## src/rtl/core/gsfp_pkg.sv

```systemverilog
// ----------------------------------------------------------------------------
// gsfp_pkg
// Shared constants and types for the gas sensor frame parser.
// ----------------------------------------------------------------------------
`timescale 1ns / 1ps

package gsfp_pkg;

	localparam int FRAME_LEN = 9;
	localparam int POS_W     = $clog2(FRAME_LEN);

	localparam logic [7:0] START_BYTE = 8'hFF;
	localparam logic [7:0] CMD_BYTE   = 8'h86;

	localparam logic [POS_W-1:0] POS_START    = POS_W'(0);
	localparam logic [POS_W-1:0] POS_CMD      = POS_W'(1);
	localparam logic [POS_W-1:0] POS_CONC_HI  = POS_W'(2);
	localparam logic [POS_W-1:0] POS_CONC_LO  = POS_W'(3);
	localparam logic [POS_W-1:0] POS_TYPE     = POS_W'(4);
	localparam logic [POS_W-1:0] POS_CHECKSUM = POS_W'(FRAME_LEN - 1);

	typedef struct packed {
		logic        hundredths;
		logic [7:0]  gas_type;
		logic [15:0] concentration;
	} result_t;

endpackage

```

## src/rtl/core/gsfp_framer.sv

```systemverilog
// ----------------------------------------------------------------------------
// gsfp_framer
// Frame position tracking, byte capture and checksum check, one byte a cycle while step is high.
// ----------------------------------------------------------------------------
`timescale 1ns / 1ps

module gsfp_framer (
	input  logic                clk,
	input  logic                arst_n,
	input  logic                step,
	input  logic [7:0]          rx_byte,
	input  logic [7:0]          unit_scale_gas_code,
	output logic                res_valid,
	output gsfp_pkg::result_t   res
);

	logic [gsfp_pkg::POS_W-1:0] pos_q;
	logic [gsfp_pkg::POS_W-1:0] pos_d;
	logic [7:0]                 sum_q;
	logic [7:0]                 sum_d;
	logic [7:0]                 conc_hi_q;
	logic [7:0]                 conc_lo_q;
	logic [7:0]                 type_q;
	logic [7:0]                 expect_sum;

	assign expect_sum = (~sum_q) + 8'd1;

	always_comb begin
		pos_d     = pos_q;
		sum_d     = sum_q;
		res_valid = 1'b0;
		case (pos_q)
			gsfp_pkg::POS_START: begin
				if (rx_byte == gsfp_pkg::START_BYTE) begin
					pos_d = gsfp_pkg::POS_CMD;
					sum_d = 8'd0;
				end
			end
			gsfp_pkg::POS_CMD: begin
				if (rx_byte == gsfp_pkg::CMD_BYTE) begin
					pos_d = gsfp_pkg::POS_CONC_HI;
					sum_d = rx_byte;
				end else begin
					pos_d = gsfp_pkg::POS_START;
				end
			end
			gsfp_pkg::POS_CHECKSUM: begin
				pos_d     = gsfp_pkg::POS_START;
				res_valid = step && (rx_byte == expect_sum);
			end
			default: begin
				if (pos_q < gsfp_pkg::POS_CHECKSUM) begin
					pos_d = pos_q + gsfp_pkg::POS_W'(1);
					sum_d = sum_q + rx_byte;
				end else begin
					pos_d = gsfp_pkg::POS_START;
				end
			end
		endcase
	end

	assign res.concentration = {conc_hi_q, conc_lo_q};
	assign res.gas_type      = type_q;
	assign res.hundredths    = (type_q != unit_scale_gas_code);

	always_ff @(posedge clk or negedge arst_n) begin
		if (!arst_n) begin
			pos_q <= gsfp_pkg::POS_START;
			sum_q <= 8'd0;
		end else if (step) begin
			pos_q <= pos_d;
			sum_q <= sum_d;
		end
	end

	always_ff @(posedge clk) begin
		if (step) begin
			if (pos_q == gsfp_pkg::POS_CONC_HI) conc_hi_q <= rx_byte;
			if (pos_q == gsfp_pkg::POS_CONC_LO) conc_lo_q <= rx_byte;
			if (pos_q == gsfp_pkg::POS_TYPE)    type_q    <= rx_byte;
		end
	end

endmodule

```

## src/rtl/core/gsfp_out_buf.sv

```systemverilog
// ----------------------------------------------------------------------------
// gsfp_out_buf
// Result register with a skid entry; ready toward the framer is registered.
// ----------------------------------------------------------------------------
`timescale 1ns / 1ps

module gsfp_out_buf (
	input  logic              clk,
	input  logic              arst_n,
	input  logic              in_valid,
	output logic              in_ready,
	input  gsfp_pkg::result_t in_res,
	output logic              out_valid,
	input  logic              out_ready,
	output gsfp_pkg::result_t out_res
);

	logic              main_v_q;
	logic              skid_v_q;
	gsfp_pkg::result_t main_q;
	gsfp_pkg::result_t skid_q;

	assign in_ready  = !skid_v_q;
	assign out_valid = main_v_q;
	assign out_res   = main_q;

	always_ff @(posedge clk or negedge arst_n) begin
		if (!arst_n) begin
			main_v_q <= 1'b0;
			skid_v_q <= 1'b0;
		end else if (skid_v_q) begin
			if (out_ready) begin
				skid_v_q <= 1'b0;
			end
		end else if (in_valid) begin
			if (main_v_q && !out_ready) begin
				skid_v_q <= 1'b1;
			end else begin
				main_v_q <= 1'b1;
			end
		end else if (out_ready) begin
			main_v_q <= 1'b0;
		end
	end

	always_ff @(posedge clk) begin
		if (skid_v_q) begin
			if (out_ready) main_q <= skid_q;
		end else if (in_valid) begin
			if (main_v_q && !out_ready) skid_q <= in_res;
			else                        main_q <= in_res;
		end
	end

endmodule

```

## src/rtl/core/gas_sensor_frame_parser_core.sv

```systemverilog
// ----------------------------------------------------------------------------
// gas_sensor_frame_parser_core
// Frames 9-byte checksummed gas sensor packets from a serial byte stream.
// ----------------------------------------------------------------------------
// Takes one received byte per item, one item per cycle. An accepted byte sits
// in an input register, is then framed and checked, and a frame with a good
// checksum yields one result item, registered in the result buffer when its
// checksum byte leaves the input register. Bad start, bad command byte or bad
// checksum drop back to the start silently. The input stalls only while the
// two-entry result buffer is full. hundredths is 0 when the gas type equals
// the configured code (whole units) and 1 otherwise (0.01 units). Write the
// code only while idle.
`timescale 1ns / 1ps

module gas_sensor_frame_parser_core (
	input  logic        clk,
	input  logic        arst_n,
	input  logic        cfg_valid,
	output logic        cfg_ready,
	input  logic [7:0]  cfg_data,       // unit_scale_gas_code
	input  logic        s_axis_tvalid,
	output logic        s_axis_tready,
	input  logic [7:0]  s_axis_tdata,   // [7:0] rx_byte
	output logic        m_axis_tvalid,
	input  logic        m_axis_tready,
	output logic [23:0] m_axis_tdata,   // [15:0] concentration, [23:16] gas_type
	output logic        m_axis_tuser    // [0] hundredths
);

	logic              valid_s1;
	logic [7:0]        byte_s1;
	logic [7:0]        gas_code_q;
	logic              buf_ready;
	logic              step;
	logic              res_valid;
	gsfp_pkg::result_t res;
	gsfp_pkg::result_t out_res;

	assign cfg_ready     = 1'b1;
	assign step          = valid_s1 && buf_ready;
	assign s_axis_tready = !valid_s1 || buf_ready;

	always_ff @(posedge clk or negedge arst_n) begin
		if (!arst_n) begin
			gas_code_q <= 8'd0;
			valid_s1   <= 1'b0;
		end else begin
			if (cfg_valid) gas_code_q <= cfg_data;
			if (s_axis_tready) valid_s1 <= s_axis_tvalid;
		end
	end

	always_ff @(posedge clk) begin
		if (s_axis_tready && s_axis_tvalid) byte_s1 <= s_axis_tdata;
	end

	gsfp_framer u_framer (
		.clk                 (clk),
		.arst_n              (arst_n),
		.step                (step),
		.rx_byte             (byte_s1),
		.unit_scale_gas_code (gas_code_q),
		.res_valid           (res_valid),
		.res                 (res)
	);

	gsfp_out_buf u_out_buf (
		.clk       (clk),
		.arst_n    (arst_n),
		.in_valid  (res_valid),
		.in_ready  (buf_ready),
		.in_res    (res),
		.out_valid (m_axis_tvalid),
		.out_ready (m_axis_tready),
		.out_res   (out_res)
	);

	assign m_axis_tdata = {out_res.gas_type, out_res.concentration};
	assign m_axis_tuser = out_res.hundredths;

endmodule

```

## config.mk

```make
export PLATFORM = sky130hd
export DESIGN_NAME = gas_sensor_frame_parser_core
export DESIGN_NICKNAME = d
export VERILOG_FILES = /design/src/rtl/core/gsfp_pkg.sv /design/src/rtl/core/gsfp_framer.sv /design/src/rtl/core/gsfp_out_buf.sv /design/src/rtl/core/gas_sensor_frame_parser_core.sv
export SDC_FILE = /design/constraint.sdc
export NUM_CORES = 1
export LEC_CHECK = 0
export ABC_CLOCK_PERIOD_IN_PS = 10490
export BUFFER_PORTS_ARGS = -buffer_cell sky130_fd_sc_hd__buf_2
export CORE_MARGIN = 1.5
export CORE_UTILIZATION = 55
export CTS_CLUSTER_SIZE = 25
export DETAILED_ROUTE_END_ITERATION = 7
export GPL_TIMING_DRIVEN = 0
export PLACE_DENSITY = 0.86
export SLEW_MARGIN = 20
export SYNTH_ARGS = -nofsm -noshare
export SYNTH_HDL_FRONTEND = slang
export SYNTH_SLANG_ARGS = --single-unit
```

## constraint.sdc

```tcl
create_clock -name clk -period 10.49 [get_ports clk]
set_input_delay 2.098 -clock clk [delete_from_list [all_inputs] [get_ports clk]]
set_output_delay 2.098 -clock clk [all_outputs]
set_load 0.01 [all_outputs]
```

=== After elaboration in Yosys (flattened, before gate mapping) ===
Cells that the tools add are included.

* Reductions and logical operators: 20
* Equal/unequal tests: 14
* Bitwise gates (word level): 3
* Muxes and demuxes: 20
* $lt $le $gt $ge: 1
* $add $sub $neg: 3

{| class="wikitable"
|+ Operators with widths
! operator !! number
|-
| $mux 25 || 4
|-
| $mux 8 || 3
|-
| $pmux 8 s3 || 1
|-
| $eq 8x8->1 const B || 2
|-
| $pmux 4 s3 || 1
|-
| $reduce_and 3->1 || 3
|-
| $add 8x1->8 const B || 1
|-
| $add 8x8->8 || 1
|-
| $eq 4x2->1 const B || 2
|-
| $eq 8x8->1 || 1
|-
| $mux 1 || 8
|-
| $mux 4 || 2
|-
| $ne 8x8->1 || 1
|-
| $not 8->8 || 1
|-
| $reduce_and 2->1 || 4
|-
| $ne 2x1->1 const B || 3
|-
| $reduce_and 5->1 || 1
|-
| $add 4x1->4 const B || 1
|-
| $eq 4x1->1 const B || 1
|-
| $eq 4x3->1 const B || 1
|-
| $eq 4x4->1 const B || 1
|-
| $logic_and 1x1->1 || 4
|-
| $logic_not 4->1 || 1
|-
| $lt 4x4->1 const B || 1
|-
| other kinds (7) || 12
|}

* Flip-flop bits (word level): 105
* Output and inout port bits: 28
* Bits of input ports: 21

=== Depth between registers and ports, before layout ===
Gate-level depths: netlist of the first run.

* Word-level depth: 7
* Depth in mapped cells: 9
* Gate-level depth less buffers: 9

=== Hierarchy ===
A second synthesis of the first run with hierarchy kept.

* Cell total of the unflattened synthesis: 294
* Area total of the unflattened synthesis: 4519.3 sq um

{| class="wikitable"
|+ Modules (own cells, without submodules)
! module !! instances !! area an instance (sq um) !! sequential area each (sq um) !! cells an instance
|-
| gsfp_framer || 1 || 1964.4 || 1021.0 || 174
|-
| gsfp_out_buf || 1 || 1921.8 || 1551.5 || 88
|-
| gas_sensor_frame_parser_core || 1 || 633.1 || 465.4 || 32
|}

=== Worst setup path after synthesis of the first run ===
OpenSTA, ideal clock, no wires.

* Path type: in2reg
* From: input port m_axis_tready
* To: register u_out_buf.main_q, in the netlist u_out_buf.out_res[0] (enable)
* Buffers on the path: 0
* Stages on the path: 2
* Setup slack: 6.693 ns
* Arrival time: 3.382 ns
* Data required time: 10.075 ns
* Cell sequence: nor2_1 > a21oi_1

* Word-level cells in the longest chain between the ends: 4
* Elaborated cells on any way between the ends: 5

{| class="wikitable"
|+ Ends and longest elaborated chain
! what !! line !! RTL
|-
| start, declared || gas_sensor_frame_parser_core.sv:25 || <nowiki>input logic m_axis_tready,</nowiki>
|-
| $logic_not 1->1 || gsfp_out_buf.sv:50 || <nowiki>if (main_v_q && !out_ready) skid_q <= in_res;</nowiki>
|-
| $logic_and 1x1->1 || gsfp_out_buf.sv:50 ||
|-
| $ne 2x1->1 (no source line) || n/a ||
|-
| $reduce_and 3->1 (no source line) (*) || n/a ||
|-
| end signal, assigned || gsfp_out_buf.sv:48 || <nowiki>if (out_ready) main_q <= skid_q;</nowiki>
|-
| end signal, assigned || gsfp_out_buf.sv:51 || <nowiki>else main_q <= in_res;</nowiki>
|-
| end, declared || gsfp_out_buf.sv:20 || <nowiki>gsfp_pkg::result_t main_q;</nowiki>
|}

Every way passes the cells marked *; elsewhere a longest branch is shown, timed or not.
A chain may end at the register's enable or synchronous reset.

=== Final worst setup path of the first run ===
* From: register u_out_buf.skid_v_q
* To: output port s_axis_tready

* Word-level cells in the longest chain between the ends: 2

{| class="wikitable"
|+ Ends and longest elaborated chain
! what !! line !! RTL
|-
| start, declared || gsfp_out_buf.sv:19 || <nowiki>logic skid_v_q;</nowiki>
|-
| start signal, assigned || gsfp_out_buf.sv:30 || <nowiki>skid_v_q <= 1'b0;</nowiki>
|-
| start signal, assigned || gsfp_out_buf.sv:33 || <nowiki>skid_v_q <= 1'b0;</nowiki>
|-
| start signal, assigned || gsfp_out_buf.sv:37 || <nowiki>skid_v_q <= 1'b1;</nowiki>
|-
| $logic_not 1->1 || gsfp_out_buf.sv:23 || <nowiki>assign in_ready = !skid_v_q;</nowiki>
|-
| $logic_or 1x1->1 || gas_sensor_frame_parser_core.sv:41 || <nowiki>assign s_axis_tready = !valid_s1 || buf_ready;</nowiki>
|-
| end, declared || gas_sensor_frame_parser_core.sv:22 || <nowiki>output logic s_axis_tready,</nowiki>
|}

No other way between the ends.

==> metrics.csv, run 1 <==
stage,metric,value,unit
run_status,status,finished clean,
power_and_ir_drop,part of the power in registers,0.503,
power_and_ir_drop,switching pwr,0.368,mW
floorplan,core area,7810,sq um
synth,Synth area leaders,"edfxtp_1 (55%), dfrtp_1 (13%), mux2_2 (8.5%)",
synth,ys async rst share,0.219,
synth,Syn Area/Cell,14.9,sq um
synth,Yosys top cell by area,edfxtp_1,
place,GPL Wtd Cong,0.885,
critical_path,CP cell instances,"buf_6, nand2_1, buf_2",
synth,compound-gate portion of the synthesized area,0.0532,
floorplan,die area,8720,sq um
sta,Fin. Hold Viols,0,
finish,"commonest non-fill, non-tap cells in the layout","edfxtp_1 (82), buf_2 (47), mux2_2 (34)",
power_and_ir_drop,worst-case vdd ir drop,0.0856,mV
drt,Met2 Routed Length,4.53,mm
synth,post-synthesis net count,336,
power_and_ir_drop,clock power share,0.232,
finish,layout cells sized above 1,0.296,
cts,post-CTS resize count,0,
critical_path,crit start category,register,
drt,Initial DRC Count,181,
synth,number of synthesized flops with an enable pin,82,
grt,pin count of the biggest net entering global routing,26,
min_path,worst min-delay path category,register to register,
place,Placed Area,4900,sq um
drt,ANT nets after route,0,
critical_path,Critical-path top delay cell,dfrtp_1,
cts,CTS max path bufs,2,
cts,H-tree levels,3,
synth,Synth Area in XOR/XNOR,0.0448,
cts,insertion delay to the later sink of the worst-skew pair,380,ps
cts,clock sinks,105,
drt,Residual DRC,0,
grt,initial antenna violation count,0,
drt,vias per inst,5.64,
synth,Mapped Cells,302,
critical_path,max incr delay on CP,420,ps
finish,cell area after layout,5110,sq um
synth,sequential fraction of the synthesis area,0.676,
synth,Post-Synth Adder-Cell Area,0.0379,
cts,Hold Buf Count CTS,0,
power_and_ir_drop,PD cells,213,nW/um^2
drt,total number of vias,2636,
synth,synthesized cell area,4490,sq um
drt,Routed WL,8.57,mm
cts,TritonCTS clock tree,built,
floorplan,die height,93.4,um
finish,Area Growth Syn to Fin,13.6,%
grt,first-pass GRT wire length,13.6,mm
floorplan,Initial Util,0.576,
sta,unrepaired setup endpoints after global routing,false,
power_and_ir_drop,Sw Ratio,0.337,
drt,M1 wire length,3.48,mm
finish,# diodes,0,
grt,GR Overflow Total,0,
synth,post-synthesis mux area share,0.0896,
place,DP HPWL,6.01,mm
synth,ys flop type,edfxtp_1,
cts,Setup Buffers After CTS,0,
critical_path,CP arrival,1200,ps
floorplan,Row Count,32,
sta,fin crit share,0.314,
finish,"most common cell after layout, fill and taps aside",edfxtp_1,
sta,Max-slew headroom,0.495,
drt,first-pass iteration count of the detailed router,4,
power_and_ir_drop,Comb power frac,0.265,
floorplan,Die X-Extent,93.4,um
grt,gr usage total,0.212,
synth,top cell type's share of synthesized area,0.548,
sta,Final Max Tran Viols,0,
synth,Yosys cell types,47,
finish,Nets,394,
synth,yosys warns,0,
run,# Max-Cap Violations,0,
floorplan,I/O pins,49,
sta,endpoints failing setup,0,
synth,Synth Area in Simple Gates,0.0766,
sta,Slew @ Worst Pin,750,ps
critical_path,crit-path max FO,10,
place,IO Port Bufs,46,
cts,CTS Buf Count,9,
synth,register bit total from synthesis,105,
sta,Achievable Freq,0.303,GHz
power_and_ir_drop,Pint,0.722,mW
cts,CTS Root Cell,clkbuf_8,
drt,top layer in use,met4,
critical_path,Crit. End Element,primary output,
sta,Clock Skew,20.3,ps
critical_path,Crit Path Class,register to primary output,
synth,largest family of logic cells by synthesized area,multiplexers,
sta,Tmin final,3300,ps
grt,vias in the first global route,2718,
critical_path,CP required,8390,ps
power_and_ir_drop,Pleak,1.91,nW
sta,setup TNS,0,ps
cts,"Reg clk slew, reported paths",120,ps
drt,met3 wire length,414,um
drt,WL per Instance,18.3,um
==> path summary, 6_finish.rpt <==
| check | from | endpoint | slack (ps) | depth (start not counted) |
|---|---|---|---|---|
| max | u_out_buf.skid_v_q | s_axis_tready | 7190 | 3 |
| min | u_framer.conc_hi_q[4] | u_out_buf.skid_q[12] | 450 | 0 |
| max reg2reg | u_framer.sum_q[1] | u_out_buf.skid_q[18] | 7530 | 8 |
| min reg2reg | u_framer.conc_hi_q[4] | u_out_buf.skid_q[12] | 450 | 0 |
| max in group asynchronous | arst_n | u_framer.sum_q[2] | 8410 | 1 |
| min in group asynchronous | arst_n | gas_code_q[3] | 1700 | 1 |
==> per-layer routing <==
metal | vias up | GRT usage
li1 | 1232 | -
met1 | 1296 | 0.262
met2 | 97 | 0.362
met3 | 11 | 0.0398
met4 | 0 | 0.0960
met5 | - | 0
==> synth_stat cells, drive strengths merged, types with 6 or more instances <==
cell type,count
edfxtp,82
mux2,34
dfrtp,23
nor2,17
inv,16
a21oi,12
ha,12
xor2,12
xnor2,11
nand2,10
nand3,8
o21ai,8
nor4,6
==> layout make-up <==
cell class	count	area, sq um
multi-input combinational	175	1380
sequential	105	3040
tap	102	128
clock buffer	9	124
fill	535	2700
timing repair buffer	47	258
clock inverter	7	85.1
inverter	16	60.1
buffer	6	35.0
==> metrics by stage <==
| step | power, mW | worst slack (ps) | hold WS (ps) | util | cells |
|---|---|---|---|---|---|
| 6_report | 1.09 | 7190 | 452 | 0.654 | 467 |
| 5_1_grt | 1.14 | 7140 | 457 | 0.654 | 467 |
| 4_1_cts | 1.09 | 7180 | 453 | 0.654 | 467 |
| 3_5_place_dp | 0.839 | 7230 | 437 | 0.627 | 451 |
| 3_3_place_gp | 0.815 | 6010 | 430 | 0.621 | 450 |
| 2_1_floorplan | 0.765 | 6690 | 422 | - | 302 |
==> worst max-delay path: cells and delay by family (launching register included) <==
| kind | cells | cell delay, ps |
|---|---|---|
| buffers and inverters | 2 | 310 |
| flip-flops | 1 | 420 |
| AND/OR/NAND/NOR | 1 | 110 |
==> sequential cells by signal (all words and copies together), names as in the netlist <==
signal / flops
u_framer.conc_lo_q: 8
u_out_buf.out_valid: 1
u_framer.pos_q: 4
u_out_buf.out_res: 25
gas_code_q: 8
u_framer.type_q: 8
u_out_buf.skid_q: 25
valid_s1: 1
byte_s1: 8
u_out_buf.skid_v_q: 1
u_framer.sum_q: 8
u_framer.conc_hi_q: 8
==> cells by family after synthesis <==
| logic type | count (synthesis) |
|---|---|
| XOR/XNOR | 23 |
| AND/OR/NAND/NOR | 65 |
| multiplexers | 36 |
| adder cells (fa/ha/maj) | 13 |
| other | 1 |
| AO/OA/AOI/OAI | 37 |
| buffers and inverters | 22 |
| flip-flops | 105 |
==> power groups by stage <==
stage                     Combinational [mW]  Clock, mW  Sequential [mW]
after floorplan                        0.227          0            0.538
after global placement                 0.266          0            0.550
after detailed placement               0.283          0            0.555
after CTS                              0.286      0.254            0.546
after global routing                   0.322      0.269            0.552
final                                  0.289      0.252            0.548
No activity file was read; power rests on OpenSTA's default activity.
==> run 2, diff against run 1 <==
--- a/config.mk
+++ b/config.mk
@@ -5,7 +5,7 @@
 export SDC_FILE = /design/constraint.sdc
 export NUM_CORES = 1
 export LEC_CHECK = 0
-export ABC_CLOCK_PERIOD_IN_PS = 10490
+export ABC_CLOCK_PERIOD_IN_PS = 3100
 export BUFFER_PORTS_ARGS = -buffer_cell sky130_fd_sc_hd__buf_2
 export CORE_MARGIN = 1.5
 export CORE_UTILIZATION = 55
==> constraint.sdc (replaced) <==
create_clock -name clk -period 3.1 [get_ports clk]
set_input_delay 0.62 -clock clk [delete_from_list [all_inputs] [get_ports clk]]
set_output_delay 0.62 -clock clk [all_outputs]
set_load 0.01 [all_outputs]
==> metrics.csv, run 2 (synthesized netlist as in run 1, its figures left out) <==
stage,metric,value,unit
drt,ANT nets after route,0,
grt,first-pass GRT wire length,13.7,mm
grt,initial antenna violation count,0,
drt,Initial DRC Count,218,
grt,pin count of the biggest net entering global routing,26,
sta,Achievable Freq,0.347,GHz
power_and_ir_drop,Pleak,1.91,nW
floorplan,I/O pins,49,
grt,gr usage total,0.213,
critical_path,RR Endpoint,u_out_buf.skid_q[0],
cts,Setup Buffers After CTS,0,
sta,setup TNS,0,ps
critical_path,R2R Path Start,u_framer.sum_q[1],
finish,fin cells,468,
place,placed cell count,450,
drt,vias per inst,5.69,
cts,clock sinks,105,
place,DP HPWL,5.86,mm
critical_path,CP arrival,2900,ps
critical_path,max incr delay on CP,540,ps
drt,total number of vias,2664,
sta,Fin. Hold Viols,0,
floorplan,Die X-Extent,93.4,um
critical_path,reg-to-reg setup timing slack,220,ps
cts,H-tree levels,3,
finish,Nets,395,
floorplan,die area,8720,sq um
drt,Residual DRC,0,
power_and_ir_drop,worst-case vdd ir drop,0.307,mV
finish,"most common cell after layout, fill and taps aside",edfxtp_1,
finish,Area Growth Syn to Fin,13.6,%
cts,TritonCTS clock tree,built,
critical_path,crit-path max FO,12,
finish,# diodes,0,
cts,"Reg clk slew, reported paths",110,ps
critical_path,Crit. End Element,register,
finish,layout cells sized above 1,0.298,
critical_path,critical path launch point,u_framer.sum_q[1],
drt,first-pass iteration count of the detailed router,4,
place,GPL Wtd Cong,0.919,
drt,Routed WL,8.81,mm
sta,Tmin final,2880,ps
finish,"commonest non-fill, non-tap cells in the layout","edfxtp_1 (82), buf_2 (47), mux2_2 (34)",
critical_path,Setup crit end,u_out_buf.skid_q[0],
critical_path,Critical-path top delay cell,nor2_2,
power_and_ir_drop,PD cells,730,nW/um^2
cts,CTS max path bufs,2,
sta,Final Max Tran Viols,0,
cts,insertion delay to the later sink of the worst-skew pair,370,ps
critical_path,Crit Path Class,register to register,
critical_path,crit start category,register,
critical_path,CP cell instances,"inv_1, ha_1, or4_1, mux2i_1, o21bai_1, a22oi_1, nand3_1, nor2_2",
run_status,status,finished clean,
grt,GR Overflow Total,0,
drt,WL per Instance,18.8,um
sta,unrepaired setup endpoints after global routing,false,
critical_path,CP required,3110,ps
run,# Max-Cap Violations,0,
floorplan,core area,7810,sq um
floorplan,die height,93.4,um
sta,Max-slew headroom,0.456,
sta,endpoints failing setup,0,
sta,Slew @ Worst Pin,808,ps
cts,CTS Root Cell,clkbuf_8,
sta,fin crit share,0.930,
floorplan,Row Count,32,
cts,CTS Buf Count,9,
sta,WHS,220,ps
sta,Clock Skew,16.0,ps
place,IO Port Bufs,46,
critical_path,Worst Reg-to-Reg Cells,8,
floorplan,Initial Util,0.576,
grt,vias in the first global route,2819,
min_path,worst min-delay path category,primary input to async pin,
==> run 2: changes by cell type in the layout (fill, tap and decap cells not counted), sizes merged <==
cell	change
a21oi	+1
nor2	+1
buf	-1
inv	+3
bufinv	+1
clkinvlp	-1
clkinv	-3
==> run 2: how the worst min path moves through the flow <==
stage | cells past startpoint | endpoint | slack, ps | startpoint
detailed placement | 0 | u_out_buf.skid_q[8] | 430 | u_framer.conc_hi_q[0]
floorplan | 0 | gas_code_q[0] | 320 | arst_n
global route | 1 | gas_code_q[3] | 250 | arst_n
global placement | 0 | u_out_buf.skid_q[2] | 430 | u_framer.conc_lo_q[2]
finish | 1 | u_out_buf.out_valid | 220 | arst_n
CTS | 1 | u_out_buf.out_valid | 220 | arst_n
==> run 2: power by group <==
group,internal (mW),switching [mW]
registers,1.68,0.165
logic,0.437,0.538
clock network,0.395,0.507
total,2.52,1.21
==> run 2: what timing repair did <==
action	CTS	global route
endpoints found under the setup margin	0	30
resized for setup	0	1
endpoints found under the hold margin	0	0
hold buffers	0	0
==> run 2: worst max-delay path, delay by kind of cell (launching register included) <==
kind	cells	cell delay, ps
and+or+nand+nor	3	1250
DFF	1	460
AOI/OAI and AO/OA	2	300
adders and majority gates	1	240
muxes	1	170
buffers and inverters	1	110
==> run 2: final cells by class <==
cell class	instances	area (sq um)
multi-input combinational	177	1400
fill	537	2700
buffer	6	35.0
sequential	105	3040
clock inverter	7	90.1
tap	102	128
timing repair buffer	46	230
clock buffer	9	124
inverter	16	60.1
==> run 2: metrics by stage <==
step,util,setup slack [ps],instance area (sq um),total power [mW]
3_3_place_gp,0.622,-120,4860,2.76
3_5_place_dp,0.624,124,4870,2.84
5_1_grt,0.654,7.28,5110,3.94
4_1_cts,0.651,107,5080,3.73
2_1_floorplan,-,297,4500,2.59
6_report,0.654,217,5110,3.73
==> run 2: layer usage <==
metal,global-route usage,share of wire,up-vias,wire [um]
met2,0.360,0.52,102,4600
met1,0.258,0.39,1297,3410
li1,-,-,1241,-
met4,0.0934,0.029,0,252
met5,0,0,-,0
met3,0.0537,0.062,24,547
==> run 3, diff against run 2 <==
--- a/config.mk
+++ b/config.mk
@@ -6,13 +6,14 @@
 export NUM_CORES = 1
 export LEC_CHECK = 0
 export ABC_CLOCK_PERIOD_IN_PS = 3100
-export BUFFER_PORTS_ARGS = -buffer_cell sky130_fd_sc_hd__buf_2
+export BUFFER_PORTS_ARGS = -buffer_cell sky130_fd_sc_hd__buf_4
 export CORE_MARGIN = 1.5
 export CORE_UTILIZATION = 55
 export CTS_CLUSTER_SIZE = 25
 export DETAILED_ROUTE_END_ITERATION = 7
 export GPL_TIMING_DRIVEN = 0
 export PLACE_DENSITY = 0.86
+export SETUP_SLACK_MARGIN = 0.15
 export SLEW_MARGIN = 20
 export SYNTH_ARGS = -nofsm -noshare
 export SYNTH_HDL_FRONTEND = slang
==> metrics.csv, run 3 (synthesized netlist as in run 1, its figures left out) <==
stage,metric,value,unit
critical_path,CP arrival,2760,ps
place,placed cell count,450,
sta,Slew @ Worst Pin,812,ps
sta,fin crit share,0.860,
finish,cell area after layout,5300,sq um
power_and_ir_drop,worst-case vdd ir drop,0.340,mV
run,# Max-Cap Violations,0,
floorplan,Row Count,32,
drt,ANT nets after route,0,
drt,top layer in use,met4,
sta,Final Max Tran Viols,0,
finish,"most common cell after layout, fill and taps aside",edfxtp_1,
run_status,status,finished clean,
cts,"Reg clk slew, reported paths",110,ps
place,GPL Wtd Cong,0.920,
cts,Hold Buf Count CTS,0,
sta,setup TNS,0,ps
critical_path,Bufs and invs on worst path,1,
sta,Fin. Hold Viols,0,
power_and_ir_drop,PD cells,693,nW/um^2
critical_path,Crit Path Class,register to register,
grt,initial antenna violation count,0,
floorplan,die height,93.4,um
drt,M1 wire length,3.56,mm
floorplan,die area,8720,sq um
drt,WL per Instance,19.1,um
grt,vias in the first global route,2687,
drt,first-pass iteration count of the detailed router,4,
floorplan,Die X-Extent,93.4,um
finish,# diodes,0,
grt,first-pass GRT wire length,13.6,mm
sta,endpoints failing setup,0,
sta,Clock Skew,14.8,ps
critical_path,Crit. End Element,register,
drt,Initial DRC Count,185,
power_and_ir_drop,Pleak,1.98,nW
cts,insertion delay to the later sink of the worst-skew pair,380,ps
critical_path,Critical-path top delay cell,or4_4,
cts,clock sinks,105,
floorplan,core area,7810,sq um
critical_path,CP required,3190,ps
place,Placement Setup Slack,160,ps
drt,Met2 Routed Length,4.66,mm
sta,Tmin final,2670,ps
drt,Residual DRC,0,
drt,total number of vias,2714,
place,Placed Area,4990,sq um
floorplan,I/O pins,49,
min_path,worst min-delay path category,primary input to async pin,
finish,"commonest non-fill, non-tap cells in the layout","edfxtp_1 (82), buf_4 (47), mux2_2 (34)",
cts,TritonCTS clock tree,built,
floorplan,Initial Util,0.576,
sta,unrepaired setup endpoints after global routing,false,
cts,CTS Root Cell,clkbuf_8,
critical_path,CP cell instances,"or4_4, nor3_2, xnor2_1, nor4_2, nand3_1, nor2_4, buf_12",
cts,H-tree levels,3,
drt,met3 wire length,525,um
sta,WHS,118,ps
place,DP HPWL,5.79,mm
grt,GR Overflow Total,0,
critical_path,CP top delay family,simple AND/OR/NAND/NOR gates,
cts,CTS Buf Count,9,
finish,fin cells,472,
sta,Max-slew headroom,0.453,
place,IO Port Bufs,46,
drt,Routed WL,9.01,mm
finish,layout cells sized above 1,0.305,
critical_path,crit-path max FO,13,
grt,gr usage total,0.216,
grt,pin count of the biggest net entering global routing,26,
drt,vias per inst,5.75,
finish,Area Growth Syn to Fin,18.0,%
cts,CTS max path bufs,2,
finish,Nets,399,
sta,Achievable Freq,0.375,GHz
critical_path,crit start category,register,
sta,min setup slack post-route,433,ps
critical_path,max incr delay on CP,580,ps
[run 3: repair_timing]
| action | in CTS | in global routing |
|---|---|---|
| setup buffers | 0 | 4 |
| hold endpoints to repair | 0 | 0 |
| resized for setup | 0 | 2 |
| gates cloned | 1 | 1 |
| endpoints found under the setup margin | 36 | 50 |
| pin swaps | 1 | 3 |
[run 3: layer usage]
metal / vias to the layer above / global-route usage
met4: 0 / 0.107
met3: 24 / 0.0423
met1: 1338 / 0.257
li1: 1246 / -
met2: 106 / 0.372
met5: - / 0
[run 3: through the flow]
stage / util / total power [mW]
3_5_place_dp: 0.639 / 2.83
5_1_grt: 0.679 / 3.87
4_1_cts: 0.667 / 3.66
3_3_place_gp: 0.637 / 2.77
6_report: 0.679 / 3.67
2_1_floorplan: - / 2.59
[run 3: where the power goes]
| part | leakage (nW) | switching (mW) | internal, mW |
|---|---|---|---|
| Sequential | 1.02 | 0.167 | 1.69 |
| Combinational | 0.853 | 0.532 | 0.442 |
| Clock | 0.0998 | 0.528 | 0.320 |
[run 3: layout make-up]
cell class                      count  area [sq um]
Sequential cell                   105          3040
Fill cell                         503          2500
Multi-Input combinational cell    177          1410
Timing Repair Buffer               50           425
Tap cell                          102           128
Clock buffer                        9           124
Clock inverter                      7          85.1
Inverter                           16          60.1
Buffer                              6          35.0
[run 3: worst register-to-register path, stage by stage, from the launching register on]
cell	delay, ps
dfrtp_1	490
or4_4	580
nor3_2	230
xnor2_1	120
nor4_2	320
nand3_1	290
nor2_4	210
buf_12	160
[run 3: final timing paths]
path	from	end	slack, ps	depth (start not counted)
worst max-delay path	u_framer.sum_q[2]	u_out_buf.skid_q[20]	430	7
worst min-delay path	arst_n	gas_code_q[3]	120	1
worst max register to register	u_framer.sum_q[2]	u_out_buf.skid_q[20]	430	7
worst min register to register	u_framer.conc_hi_q[1]	u_out_buf.skid_q[9]	460	0
max in group asynchronous	arst_n	gas_code_q[6]	2720	1
min in group clk	s_axis_tdata[2]	byte_s1[2]	410	1
